<file path="config.mk">
export PLATFORM = sky130hd
export DESIGN_NAME = stepper_interval_generator
export DESIGN_NICKNAME = d
export VERILOG_FILES = /design/src/hw/rtl/sig_pkg.sv /design/src/hw/rtl/stepper_interval_generator.sv
export SDC_FILE = /design/constraint.sdc
export NUM_CORES = 1
export LEC_CHECK = 0
export BUFFER_PORTS_ARGS = -buffer_cell sky130_fd_sc_hd__buf_2
export CORE_ASPECT_RATIO = 0.7
export CORE_MARGIN = 4
export CORE_UTILIZATION = 42
export DETAILED_ROUTE_END_ITERATION = 8
export PLACE_DENSITY = 0.69
export SLEW_MARGIN = 20
export SYNTH_ARGS = -nofsm -noshare
export SYNTH_HDL_FRONTEND = slang
export SYNTH_SLANG_ARGS = --single-unit
</file>
<file path="constraint.sdc">
create_clock -name clk -period 7.15 [get_ports clk]
set_input_delay 0 -clock clk [delete_from_list [all_inputs] [get_ports clk]]
set_output_delay 0 -clock clk [all_outputs]
set_load 0.01 [all_outputs]
</file>
<file path="src/hw/rtl/sig_pkg.sv">
// shared types and codes of the stepper interval generator
`timescale 1ns / 1ps

package sig_pkg;

	// sequencer states
	typedef enum logic [3:0] {
		ST_IDLE,
		ST_DIV_CHK,
		ST_DIV,
		ST_DIV_END,
		ST_EM_CHK,
		ST_EM_STEP,
		ST_PC_SPLIT,
		ST_PC_AFTER,
		ST_PC_TIME,
		ST_OUT
	} st_t;

	// atom kinds on the result stream
	localparam logic [2:0] ATOM_NONE     = 3'd0;
	localparam logic [2:0] ATOM_INTERVAL = 3'd1;
	localparam logic [2:0] ATOM_ENABLE   = 3'd2;
	localparam logic [2:0] ATOM_DISABLE  = 3'd3;
	localparam logic [2:0] ATOM_DIR_POS  = 3'd4;
	localparam logic [2:0] ATOM_DIR_NEG  = 3'd5;

	// step enable state codes
	localparam logic [1:0] EN_INVALID  = 2'd0;
	localparam logic [1:0] EN_ENABLED  = 2'd1;
	localparam logic [1:0] EN_DISABLED = 2'd2;

	// current direction codes
	localparam logic [1:0] DIRC_INVALID = 2'd0;
	localparam logic [1:0] DIRC_POS     = 2'd1;
	localparam logic [1:0] DIRC_NEG     = 2'd2;

	// command codes
	localparam logic CMD_LOAD = 1'b0;
	localparam logic CMD_EMIT = 1'b1;

	// config register indexes
	localparam logic REG_MIN_PIECE = 1'b0;

	// shortest piece reset value and upper clamp limit
	localparam logic [14:0] MIN_PIECE_RST = 15'd1024;
	localparam logic [14:0] MIN_PIECE_MAX = 15'd16384;

	// number of quotient bits, one per divide step
	localparam int DIV_STEPS = 32;

endpackage

</file>
<file path="src/hw/rtl/stepper_interval_generator.sv">
// stepper interval generator: move loader, divider and atom sequencer
`timescale 1ns / 1ps

// One axis of step timing. A load request (cmd 0) takes a move time and a
// signed step count and divides the time by the distance with a restoring
// divider, one quotient bit a cycle, after a borrow check that rejects a
// move with more steps than time; a zero-distance load skips the divider.
// An emit request (cmd 1) returns one timer atom (interval piece,
// enable/disable step, direction or none), the sequencer stepping the single
// shared 33-bit adder through the compare, split and time-update steps. A
// result waits while an earlier one still sits unaccepted in the output
// register. One request is worked on at a time; s_tready is high only while
// the sequencer is idle, so the next request can be taken in the same cycle
// that a result is presented. A finished result waits in the output register
// while the next request is worked on. min_piece is at byte address 0 and
// is clamped to 1..16384 when used.
module stepper_interval_generator (
	input  logic        clk,
	input  logic        arst_n,
	// request stream
	input  logic        s_tvalid,
	output logic        s_tready,
	input  logic [55:0] s_tdata,   // move_time[31:0], move_distance[55:32]
	input  logic [0:0]  s_tuser,   // cmd[0]
	// result stream
	output logic        m_tvalid,
	input  logic        m_tready,
	output logic [23:0] m_tdata,   // interval_ticks[15:0], move_done[16], bad_move[17]
	output logic [2:0]  m_tuser,   // atom_kind[2:0]
	// configuration port
	input  logic        psel,
	input  logic        penable,
	input  logic        pwrite,
	input  logic [2:0]  paddr,
	input  logic [31:0] pwdata,
	output logic [31:0] prdata,
	output logic        pready
);

	sig_pkg::st_t state_q, state_d;

	// configuration
	logic [14:0] min_piece_q;

	// request latch
	logic [31:0] mt_q;
	logic [23:0] dist_q;
	logic        neg_q;

	// move state
	logic [31:0] total_time_q;
	logic [31:0] time_emitted_q;
	logic [31:0] step_quotient_q;
	logic [23:0] err_increment_q;
	logic [23:0] err_decrement_q;
	logic [24:0] err_accum_q;
	logic [31:0] piece_remaining_q;
	logic        stepping_active_q;
	logic [1:0]  enable_state_q;
	logic [1:0]  dir_current_q;
	logic        dir_wanted_q;

	// divider
	logic [31:0] quo_q;
	logic [23:0] rem_q;
	logic [4:0]  div_cnt_q;
	logic [24:0] rem_sh;

	// current piece and result
	logic [15:0] piece_q;
	logic [2:0]  kind_q;
	logic [15:0] ticks_q;
	logic        bad_q;

	// output register
	logic        m_tvalid_q;
	logic [2:0]  m_tuser_q;
	logic [23:0] m_tdata_q;

	// shared adder
	logic [31:0] alu_a;
	logic [31:0] alu_b;
	logic        alu_sub;
	logic [32:0] alu_res;
	logic        alu_borrow;

	// derived values
	logic [14:0] lo_eff;
	logic [15:0] hi_eff;
	logic [23:0] raw_dist;
	logic        raw_neg;
	logic [23:0] abs_dist;
	logic        accum_pos;
	logic [1:0]  dir_want_code;
	logic [1:0]  en_want;
	logic        out_free;
	logic        s_acc;
	logic        cfg_wr;

	assign s_acc    = s_tvalid && s_tready;
	assign s_tready = (state_q == sig_pkg::ST_IDLE);
	assign out_free = !m_tvalid_q || m_tready;

	// request decode: magnitude of the signed distance
	assign raw_dist = s_tdata[55:32];
	assign raw_neg  = raw_dist[23];
	assign abs_dist = raw_neg ? (~raw_dist + 24'd1) : raw_dist;

	// clamped piece limits
	always_comb begin
		if (min_piece_q == 15'd0) begin
			lo_eff = 15'd1;
		end else if (min_piece_q > sig_pkg::MIN_PIECE_MAX) begin
			lo_eff = sig_pkg::MIN_PIECE_MAX;
		end else begin
			lo_eff = min_piece_q;
		end
	end
	assign hi_eff = 16'(17'h10000 - {2'b00, lo_eff});

	assign rem_sh        = {rem_q, quo_q[31]};
	assign accum_pos     = !err_accum_q[24] && (err_accum_q != 25'd0);
	assign dir_want_code = dir_wanted_q ? sig_pkg::DIRC_NEG : sig_pkg::DIRC_POS;

	// shared adder operand select
	always_comb begin
		alu_a   = 32'd0;
		alu_b   = 32'd0;
		alu_sub = 1'b0;
		case (state_q)
			sig_pkg::ST_DIV_CHK: begin
				alu_a   = mt_q;
				alu_b   = {8'd0, dist_q};
				alu_sub = 1'b1;
			end
			sig_pkg::ST_DIV: begin
				alu_a   = {7'd0, rem_sh};
				alu_b   = {8'd0, dist_q};
				alu_sub = 1'b1;
			end
			sig_pkg::ST_DIV_END: begin
				alu_a   = {8'd0, dist_q};
				alu_b   = {8'd0, rem_q};
				alu_sub = 1'b1;
			end
			sig_pkg::ST_EM_CHK: begin
				alu_a   = total_time_q;
				alu_b   = time_emitted_q;
				alu_sub = 1'b1;
			end
			sig_pkg::ST_EM_STEP: begin
				alu_a   = step_quotient_q;
				alu_b   = {31'd0, accum_pos};
			end
			sig_pkg::ST_PC_SPLIT: begin
				alu_a   = piece_remaining_q;
				alu_b   = {16'd0, hi_eff};
				alu_sub = 1'b1;
			end
			sig_pkg::ST_PC_AFTER: begin
				alu_a   = piece_remaining_q;
				alu_b   = {16'd0, piece_q};
				alu_sub = 1'b1;
			end
			sig_pkg::ST_PC_TIME: begin
				alu_a   = time_emitted_q;
				alu_b   = {16'd0, piece_q};
			end
			default: begin
				alu_a   = 32'd0;
			end
		endcase
	end
	assign alu_res    = {1'b0, alu_a} + {1'b0, (alu_sub ? ~alu_b : alu_b)} + {32'd0, alu_sub};
	assign alu_borrow = alu_sub && !alu_res[32];

	// enable state wanted for the piece under way
	assign en_want = ((alu_res[31:0] == 32'd0) && stepping_active_q) ?
		sig_pkg::EN_ENABLED : sig_pkg::EN_DISABLED;

	// next state
	always_comb begin
		state_d = state_q;
		case (state_q)
			sig_pkg::ST_IDLE: begin
				if (s_acc) begin
					if (s_tuser[0] == sig_pkg::CMD_EMIT) begin
						state_d = sig_pkg::ST_EM_CHK;
					end else if (abs_dist == 24'd0) begin
						state_d = sig_pkg::ST_OUT;
					end else begin
						state_d = sig_pkg::ST_DIV_CHK;
					end
				end
			end
			sig_pkg::ST_DIV_CHK: begin
				state_d = alu_borrow ? sig_pkg::ST_OUT : sig_pkg::ST_DIV;
			end
			sig_pkg::ST_DIV: begin
				if (div_cnt_q == 5'(sig_pkg::DIV_STEPS - 1)) begin
					state_d = sig_pkg::ST_DIV_END;
				end
			end
			sig_pkg::ST_DIV_END: begin
				state_d = sig_pkg::ST_OUT;
			end
			sig_pkg::ST_EM_CHK: begin
				if (piece_remaining_q != 32'd0) begin
					state_d = sig_pkg::ST_PC_SPLIT;
				end else if (alu_res[31:0] == 32'd0) begin
					state_d = sig_pkg::ST_OUT;
				end else if (!stepping_active_q) begin
					state_d = sig_pkg::ST_PC_SPLIT;
				end else begin
					state_d = sig_pkg::ST_EM_STEP;
				end
			end
			sig_pkg::ST_EM_STEP: begin
				if (dir_current_q != dir_want_code) begin
					state_d = sig_pkg::ST_OUT;
				end else if (alu_res[31:0] == 32'd0) begin
					state_d = sig_pkg::ST_OUT;
				end else begin
					state_d = sig_pkg::ST_PC_SPLIT;
				end
			end
			sig_pkg::ST_PC_SPLIT: begin
				state_d = sig_pkg::ST_PC_AFTER;
			end
			sig_pkg::ST_PC_AFTER: begin
				state_d = (enable_state_q != en_want) ? sig_pkg::ST_OUT : sig_pkg::ST_PC_TIME;
			end
			sig_pkg::ST_PC_TIME: begin
				state_d = sig_pkg::ST_OUT;
			end
			sig_pkg::ST_OUT: begin
				if (out_free) begin
					state_d = sig_pkg::ST_IDLE;
				end
			end
			default: begin
				state_d = sig_pkg::ST_IDLE;
			end
		endcase
	end

	// state register
	always_ff @(posedge clk or negedge arst_n) begin
		if (!arst_n) begin
			state_q <= sig_pkg::ST_IDLE;
		end else begin
			state_q <= state_d;
		end
	end

	// configuration register
	assign cfg_wr = psel && penable && pwrite && pready;
	always_ff @(posedge clk or negedge arst_n) begin
		if (!arst_n) begin
			min_piece_q <= sig_pkg::MIN_PIECE_RST;
		end else if (cfg_wr && (paddr[2] == sig_pkg::REG_MIN_PIECE)) begin
			min_piece_q <= pwdata[14:0];
		end
	end
	assign pready = 1'b1;
	assign prdata = (paddr[2] == sig_pkg::REG_MIN_PIECE) ? {17'd0, min_piece_q} : 32'd0;

	// request latch and divider payload
	always_ff @(posedge clk) begin
		if (s_acc) begin
			mt_q   <= s_tdata[31:0];
			dist_q <= abs_dist;
			neg_q  <= raw_neg;
		end
		if (state_q == sig_pkg::ST_DIV_CHK) begin
			quo_q <= mt_q;
			rem_q <= 24'd0;
		end else if (state_q == sig_pkg::ST_DIV) begin
			quo_q <= {quo_q[30:0], !alu_borrow};
			rem_q <= alu_borrow ? rem_sh[23:0] : alu_res[23:0];
		end
	end

	// move state and sequencer datapath
	always_ff @(posedge clk or negedge arst_n) begin
		if (!arst_n) begin
			total_time_q      <= 32'd0;
			time_emitted_q    <= 32'd0;
			step_quotient_q   <= 32'd0;
			err_increment_q   <= 24'd0;
			err_decrement_q   <= 24'd0;
			err_accum_q       <= 25'd0;
			piece_remaining_q <= 32'd0;
			stepping_active_q <= 1'b0;
			enable_state_q    <= sig_pkg::EN_INVALID;
			dir_current_q     <= sig_pkg::DIRC_INVALID;
			dir_wanted_q      <= 1'b0;
			div_cnt_q         <= 5'd0;
			piece_q           <= 16'd0;
			kind_q            <= sig_pkg::ATOM_NONE;
			ticks_q           <= 16'd0;
			bad_q             <= 1'b0;
		end else begin
			case (state_q)
				sig_pkg::ST_IDLE: begin
					kind_q  <= sig_pkg::ATOM_NONE;
					ticks_q <= 16'd0;
					bad_q   <= 1'b0;
					// zero distance marks time with stepping off
					if (s_acc && (s_tuser[0] == sig_pkg::CMD_LOAD) && (abs_dist == 24'd0)) begin
						stepping_active_q <= 1'b0;
						total_time_q      <= s_tdata[31:0];
						time_emitted_q    <= 32'd0;
						piece_remaining_q <= 32'd0;
					end
				end
				sig_pkg::ST_DIV_CHK: begin
					div_cnt_q <= 5'd0;
					bad_q     <= alu_borrow;
				end
				sig_pkg::ST_DIV: begin
					div_cnt_q <= div_cnt_q + 5'd1;
				end
				sig_pkg::ST_DIV_END: begin
					step_quotient_q   <= quo_q;
					err_increment_q   <= rem_q;
					err_decrement_q   <= alu_res[23:0];
					err_accum_q       <= 25'd0;
					stepping_active_q <= 1'b1;
					piece_remaining_q <= 32'd0;
					enable_state_q    <= sig_pkg::EN_INVALID;
					total_time_q      <= mt_q;
					time_emitted_q    <= 32'd0;
					dir_wanted_q      <= neg_q;
				end
				sig_pkg::ST_EM_CHK: begin
					// idle move: the rest of the time becomes the piece
					if ((piece_remaining_q == 32'd0) && !stepping_active_q) begin
						piece_remaining_q <= alu_res[31:0];
					end
				end
				sig_pkg::ST_EM_STEP: begin
					if (dir_current_q != dir_want_code) begin
						dir_current_q <= dir_want_code;
						kind_q <= dir_wanted_q ? sig_pkg::ATOM_DIR_NEG : sig_pkg::ATOM_DIR_POS;
					end else begin
						// bresenham: long interval when the error is positive
						if (accum_pos) begin
							err_accum_q <= err_accum_q - {1'b0, err_decrement_q};
						end else begin
							err_accum_q <= err_accum_q + {1'b0, err_increment_q};
						end
						piece_remaining_q <= alu_res[31:0];
					end
				end
				sig_pkg::ST_PC_SPLIT: begin
					// fit the piece, never leaving a short tail
					if (alu_borrow) begin
						piece_q <= piece_remaining_q[15:0];
					end else if ((alu_res[31:15] == 17'd0) && (alu_res[14:0] < lo_eff)) begin
						piece_q <= {1'b0, hi_eff[15:1]};
					end else begin
						piece_q <= hi_eff;
					end
				end
				sig_pkg::ST_PC_AFTER: begin
					if (enable_state_q != en_want) begin
						enable_state_q <= en_want;
						kind_q <= (en_want == sig_pkg::EN_ENABLED) ?
							sig_pkg::ATOM_ENABLE : sig_pkg::ATOM_DISABLE;
					end else begin
						piece_remaining_q <= alu_res[31:0];
					end
				end
				sig_pkg::ST_PC_TIME: begin
					time_emitted_q <= alu_res[31:0];
					kind_q         <= sig_pkg::ATOM_INTERVAL;
					ticks_q        <= piece_q;
				end
				default: begin
					div_cnt_q <= div_cnt_q;
				end
			endcase
		end
	end

	// output register
	always_ff @(posedge clk or negedge arst_n) begin
		if (!arst_n) begin
			m_tvalid_q <= 1'b0;
		end else if ((state_q == sig_pkg::ST_OUT) && out_free) begin
			m_tvalid_q <= 1'b1;
		end else if (m_tready) begin
			m_tvalid_q <= 1'b0;
		end
	end
	always_ff @(posedge clk) begin
		if ((state_q == sig_pkg::ST_OUT) && out_free) begin
			m_tuser_q <= kind_q;
			m_tdata_q <= {6'd0, bad_q, (time_emitted_q == total_time_q), ticks_q};
		end
	end
	assign m_tvalid = m_tvalid_q;
	assign m_tuser  = m_tuser_q;
	assign m_tdata  = m_tdata_q;

	// checks
	a_ivl_nonzero: assert property (@(posedge clk) disable iff (!arst_n)
		(m_tvalid && (m_tuser == sig_pkg::ATOM_INTERVAL)) |-> (m_tdata[15:0] != 16'd0))
		else $error("interval atom with zero ticks");

	a_ticks_zero: assert property (@(posedge clk) disable iff (!arst_n)
		(m_tvalid && (m_tuser != sig_pkg::ATOM_INTERVAL)) |-> (m_tdata[15:0] == 16'd0))
		else $error("ticks set on a non-interval atom");

	a_div_flow: assert property (@(posedge clk) disable iff (!arst_n)
		(state_q == sig_pkg::ST_DIV) |=>
		((state_q == sig_pkg::ST_DIV) || (state_q == sig_pkg::ST_DIV_END)))
		else $error("divider left before its last step");

	a_bad_load: assert property (@(posedge clk) disable iff (!arst_n)
		(m_tvalid && m_tdata[17]) |-> (m_tuser == sig_pkg::ATOM_NONE))
		else $error("bad move flagged on an emitted atom");

endmodule

</file>
## Yosys cells after proc, flatten, opt, wreduce, memory -nomap -nowiden

Cells that the tools add are included.

| word-level totals | value |
|---|---|
| logic and storage cells | 164 |
| bits in registers | 402 |
| output and inout bits | 62 |
| input bits | 99 |

| cells by class | value |
|---|---|
| add/sub/neg operators | 7 |
| bitwise gates (word level) | 4 |
| equal/unequal tests | 23 |
| magnitude comparators | 2 |
| mux-type cells | 53 |
| reductions and logical operators | 49 |

Operators with widths:

| cell | count |
|---|---|
| $mux 32 | 8 |
| $pmux 32 s7 | 1 |
| $pmux 32 s6 | 1 |
| $pmux 32 s5 | 1 |
| $pmux 32 s3 | 1 |
| $logic_not 32->1 | 2 |
| $pmux 32 s2 | 1 |
| $mux 25 | 2 |
| $pmux 25 s2 | 1 |
| $mux 24 | 2 |
| $mux 15 | 3 |
| $mux 4 | 10 |
| $pmux 4 s9 | 1 |
| $add 32x32->33 | 1 |
| $add 33x1->33 | 1 |
| $eq 32x32->1 | 1 |
| $mux 16 | 2 |
| $not 32->32 | 1 |
| $pmux 16 s2 | 1 |
| $reduce_bool 32->1 | 1 |
| $add 25x24->25 | 1 |
| $reduce_bool 25->1 | 1 |
| $sub 25x24->25 | 1 |
| $add 24x1->24 const B | 1 |
| other kinds (38) | 92 |

## Longest topological paths before layout

| logic depth | value |
|---|---|
| depth in word-level cells | 16 |
| gate-level depth with buffers | 30 |
| gate-level depth less buffers | 27 |

## Worst setup path after synthesis

OpenSTA, ideal clock, no wires.

| timing | value |
|---|---|
| path type | flip-flop to flip-flop |
| start | register state_q[2] |
| end | register piece_remaining_q[0] |
| setup slack | 987 ps |
| cell stages (with the launch flop) | 25 |
| library setup time | 121 ps |
| period minus slack after synthesis | 6163 ps |
| data arrival time | 6042 ps |
| data required time | 7029 ps |
| buffers on the path | 6 |
| cells stage by stage | dfrtp_1 -> buf_4 -> nor2_1 -> o21ai_4 -> inv_2 -> clkbuf_1 -> clkbuf_1 -> a221oi_1 -> ha_1 -> clkbuf_1 -> and4_1 -> nand2_1 -> or4_1 -> o31ai_1 -> a21oi_1 -> and3_1 -> xor2_1 -> nand4_1 -> nor3_1 -> and4_1 -> buf_2 -> a311o_1 -> a31o_4 -> buf_6 -> a22o_1 |

| between the ends | value |
|---|---|
| longest elaborated chain between the ends | 13 |
| elaborated cells on any way between the ends | 37 |
| classes of those cells | add/sub (2); eq/ne (13); mux (9); bitwise (1); reduce/logical (12) |

Ends and longest elaborated chain:

| element | RTL line | source |
|---|---|---|
| start: declaration | stepper_interval_generator.sv:40 | `sig_pkg::st_t state_q, state_d;` |
| start signal: assignment | stepper_interval_generator.sv:250 | `state_q <= sig_pkg::ST_IDLE;` |
| start signal: assignment | stepper_interval_generator.sv:252 | `state_q <= state_d;` |
| $eq 4x3->1, or another cell as far along | stepper_interval_generator.sv:130, stepper_interval_generator.sv:304 |  |
| $reduce_or 2->1 (no source line) | - |  |
| $pmux 32 s6 | stepper_interval_generator.sv:130 | `case (state_q)` |
| $not 32->32 | stepper_interval_generator.sv:174 | `assign alu_res = {1'b0, alu_a} + {1'b0, (alu_sub ? ~alu_b : alu_b)} + {32'd0, alu_sub};` |
| $mux 32 | stepper_interval_generator.sv:174 |  |
| $add 32x32->33 | stepper_interval_generator.sv:174 |  |
| $add 33x1->33 | stepper_interval_generator.sv:174 |  |
| $logic_not 32->1 | stepper_interval_generator.sv:178 | `assign en_want = ((alu_res[31:0] == 32'd0) && stepping_active_q) ?` |
| $logic_and 1x1->1 | stepper_interval_generator.sv:178 |  |
| $mux 2 | stepper_interval_generator.sv:178 |  |
| $ne 2x2->1 | stepper_interval_generator.sv:367 | `if (enable_state_q != en_want) begin` |
| $ne 2x2->1 (no source line) | - |  |
| $reduce_and 5->1 (no source line) | - |  |
| end signal: assignment | stepper_interval_generator.sv:339 | `piece_remaining_q <= alu_res[31:0];` |
| end signal: assignment | stepper_interval_generator.sv:353 | `piece_remaining_q <= alu_res[31:0];` |
| end signal: assignment | stepper_interval_generator.sv:372 | `piece_remaining_q <= alu_res[31:0];` |
| end: declaration | stepper_interval_generator.sv:57 | `logic [31:0] piece_remaining_q;` |

Parallel ways exist; a longest one is shown, timed or not. The select of a mux whose other input is x is not followed.
A chain may end at the register's enable or synchronous reset.

## Final worst setup path

| timing | value |
|---|---|
| start | register min_piece_q[9] |
| end | register piece_remaining_q[10] |

| between the ends | value |
|---|---|
| longest elaborated chain between the ends | 15 |
| elaborated cells on any way between the ends | 20 |
| classes of those cells | add/sub (3); order compare (1); eq/ne (2); mux (9); bitwise (1); reduce/logical (4) |

Ends and longest elaborated chain:

| element | RTL line | source |
|---|---|---|
| start: declaration | stepper_interval_generator.sv:43 | `logic [14:0] min_piece_q;` |
| start signal: assignment | stepper_interval_generator.sv:260 | `min_piece_q <= sig_pkg::MIN_PIECE_RST;` |
| start signal: assignment | stepper_interval_generator.sv:262 | `min_piece_q <= pwdata[14:0];` |
| $gt 15x15->1 | stepper_interval_generator.sv:113 | `end else if (min_piece_q > sig_pkg::MIN_PIECE_MAX) begin` |
| $mux 15 | stepper_interval_generator.sv:113 |  |
| $mux 15 (*) | stepper_interval_generator.sv:111 | `if (min_piece_q == 15'd0) begin` |
| $sub 1x15->16 (*) | stepper_interval_generator.sv:119 | `assign hi_eff = 16'(17'h10000 - {2'b00, lo_eff});` |
| $pmux 32 s6 (*) | stepper_interval_generator.sv:130 |  |
| $not 32->32 | stepper_interval_generator.sv:174 |  |
| $mux 32 (*) | stepper_interval_generator.sv:174 |  |
| $add 32x32->33 (*) | stepper_interval_generator.sv:174 |  |
| $add 33x1->33 (*) | stepper_interval_generator.sv:174 |  |
| $logic_not 32->1 | stepper_interval_generator.sv:178 |  |
| $logic_and 1x1->1 | stepper_interval_generator.sv:178 |  |
| $mux 2 | stepper_interval_generator.sv:178 |  |
| $ne 2x2->1 | stepper_interval_generator.sv:367 |  |
| $ne 2x2->1 (no source line) | - |  |
| $reduce_and 5->1 (no source line) | - |  |

Mark *: on every way between the ends. The rest lies on a longest branch, timed or not. The select of a mux whose other input is x is not followed.

==> impl_metrics.toml <==
[synthesis]
synth_common_cells = "522 x nand2_1, 267 x dfrtp_1, 197 x o21ai_0, 131 x nor2_1, 116 x clkbuf_1"
syn_area_um2 = 23300
synth_area_leaders = "dfrtp_1 29%, edfxtp_1 14%, nand2_1 8.4%"
ys_seq_area_share_pct = 45.0
ys_types = 98
synthCells = 2548
synth.most_common_cell = "nand2_1"
synth_top_area_cell = "dfrtp_1"
synth.avg_cell_area_um2 = 9.14
ys.flop_type = "dfrtp_1"
ys_ff_latch = 402
synth.top_cell.area_share_pct = 28.7
synth_warnings = 0
synth_edf_count = 110
synthArstFlopShare_pct = 66.7

[final_layout]
fin_cells = 3575
final_util_pct = 51.1
areaGrowthSynthToFinish_pct = 19.0
layout-drive-gt1-share_pct = 15.2
nets = 2986
final_cell_area_um2 = 27700

[floorplanning]
start_util_pct = 42.9
core_um2 = 54300
io_pins = 161
num_rows = 71
chipHeight_um = 205
die_w_um = 290
dieArea_um2 = 59400

[global_route]
grt_pass1_wl_mm = 127
antenna_found_initial = 2
gr-total-overflow = 0
grt.total_usage_pct = 28.1
grt_max_degree = 151
grt_pass1_vias = 20400

[drt]
drc_errors = 0
finalWirelength_mm = 85.8
vias = 21500
avgViaCountPerCell = 6.02
drt_iter0_drc = 2966
drt.antenna.violating_nets = 0
drt_first_pass_iters = 9
wl_per_cell_um = 24.0

[cts]
cts_sinks = 402
numCtsBuffers = 40
cts_buffer_depth = 3
cts_root_buffer = "clkbuf_16"
h-tree-depth = 2
insertion_delay_ns = 0.56
cts_tree = "yes"
clk_pin_slew_ns = 0.07

[worst_hold_path]
min_path_type = "in2async"

[worst_setup_path]
startpoint = "min_piece_q[9]$_DFFE_PN0P_"
crit_path_end_kind = "register"
rr_worst_depth = 24
critPathKind = "reg2reg"
required_ns = 7.59
startpoint_type = "register"
r2r_end = "piece_remaining_q[10]$_DFFE_PN0P_"
worstReg2RegStart = "min_piece_q[9]$_DFFE_PN0P_"
r2r_slack_ns = 0.43
crit_arrival_ns = 7.16
slowest_delay_ns = 0.48
path_cells = "nor4_4, nand3_1, nor2_2, o21ai_0, ha_1, xor2_1, a221oi_1, xnor2_1, ha_1, nor2b_1, o31a_1, o311ai_0, buf_4, o211ai_1, o211ai_1, a21boi_1, o21a_1, o21ai_0, nor3_1, and4_4, a311o_2, buf_4, a31o_2, a22o_1"
critical-path-slowest-cell = "dfrtp_1"
crit_path_max_fanout = 9

[sta]
drv_slew = 0
report.final.hold_viol_count = 0
worst_slew_pin_slew_ns = 0.973
fin_skew_ns = 0.0227
fmaxAchievable_mhz = 149
finalCritPeriodShare_pct = 94.0
slew_headroom_pct = 35.1
fin_crit_ns = 6.72
setup_viol = 0
grt_setup_unrepaired = "no"
tns_ns = 0

[place]
hpwlAfterDp_mm = 64.2
place_inst = 3414
numPortBuffers = 117
place.gp.congestion = 1.05
placed_cell_area_um2 = 25500

[outcome]
status = "completed"

[run]
drv_cap = 0
layout by cell type (no fill, tap or decap), types with 25 or more instances in the layout:
cell / n
a21o_1: 26
a21oi_1: 92
a222oi_1: 37
a22o_1: 39
a22oi_1: 65
buf_2: 116
buf_4: 170
clkbuf_16: 41
dfrtp_1: 267
dlygate4sd3_1: 81
edfxtp_1: 110
ha_1: 74
inv_1: 46
mux2i_1: 43
nand2_1: 521
nand2b_1: 25
nand3_1: 86
nor2_1: 128
nor3_1: 67
nor4_1: 35
o21ai_0: 197
xnor2_1: 67
xor2_1: 71
per-stage QoR:
stage,hold slack (ns),setup WS [ns]
global route,0.0285,0.0575
global placement,0.0207,0.427
detailed placement,0.0216,0.411
floorplan,-0.296,0.987
finish,0.0100,0.431
CTS,0.0221,0.314
critical path: cells and delay by family, from the launching register on:
family / cells / cell delay (ns)
simple gates: 6 / 1.12
buf+inv: 2 / 0.36
compound gates: 12 / 3.59
fa+ha+maj: 2 / 0.57
xor+xnor: 2 / 0.46
flops: 1 / 0.48
worst max-delay path by stage:
stage	to
2_1_floorplan	piece_remaining_q[0]$_DFFE_PN0P_
3_3_place_gp	piece_remaining_q[27]$_DFFE_PN0P_
3_5_place_dp	piece_remaining_q[30]$_DFFE_PN0P_
4_1_cts	piece_remaining_q[30]$_DFFE_PN0P_
5_1_grt	piece_remaining_q[17]$_DFFE_PN0P_
6_report	piece_remaining_q[10]$_DFFE_PN0P_
kinds of logic (layout without fill, tap and decap cells):
| kind of cell | Yosys count | count (layout) | synth area share (%) |
|---|---|---|---|
| fa+ha+maj | 76 | 76 | 4.15 |
| mux | 69 | 69 | 3.10 |
| compound gates | 617 | 618 | 18.1 |
| other cells | 2 | 26 | 0.0322 |
| xor+xnor | 140 | 140 | 5.29 |
| simple gates | 1018 | 1018 | 20.1 |
| buf+inv | 224 | 496 | 4.19 |
| flops | 402 | 402 | 45.0 |
final cells by class:
| cell class | count | area [µm²] |
|---|---|---|
| Antenna cell | 2 | 5.00 |
| Multi-Input combinational cell | 1945 | 12000 |
| Tap cell | 730 | 913 |
| Clock inverter | 21 | 194 |
| Inverter | 48 | 180 |
| Clock buffer | 53 | 1100 |
| Fill cell | 4978 | 26500 |
| Timing Repair Buffer | 374 | 2800 |
| Sequential cell | 402 | 10500 |
sequential cells by signal, summed over array words and instances (netlist names), 5 cells and up:
signal             cells
mt_q                  32
piece_remaining_q     32
quo_q                 32
step_quotient_q       32
time_emitted_q        32
total_time_q          32
err_accum_q           25
dist_q                24
err_decrement_q       24
err_increment_q       24
rem_q                 24
m_tdata               18
piece_q               16
ticks_q               16
min_piece_q           15
div_cnt_q              5
metal layers:
| metal | wire, µm | track usage (%) |
|---|---|---|
| met5 | 32 | 0 |
| met4 | 2270 | 6.85 |
| met3 | 11500 | 9.73 |
| met2 | 33200 | 37.8 |
| met1 | 38800 | 42.8 |
what timing repair did:
item | CTS | global route
setup buffers | 0 | 3
hold buffers | 81 | 0
resized for setup | 0 | 12
setup endpoints to repair | 0 | 53
hold endpoints to repair | 181 | 0
Power is not shown: default switching activity piles up to over one toggle a cycle in this logic, so the estimate is an artifact.
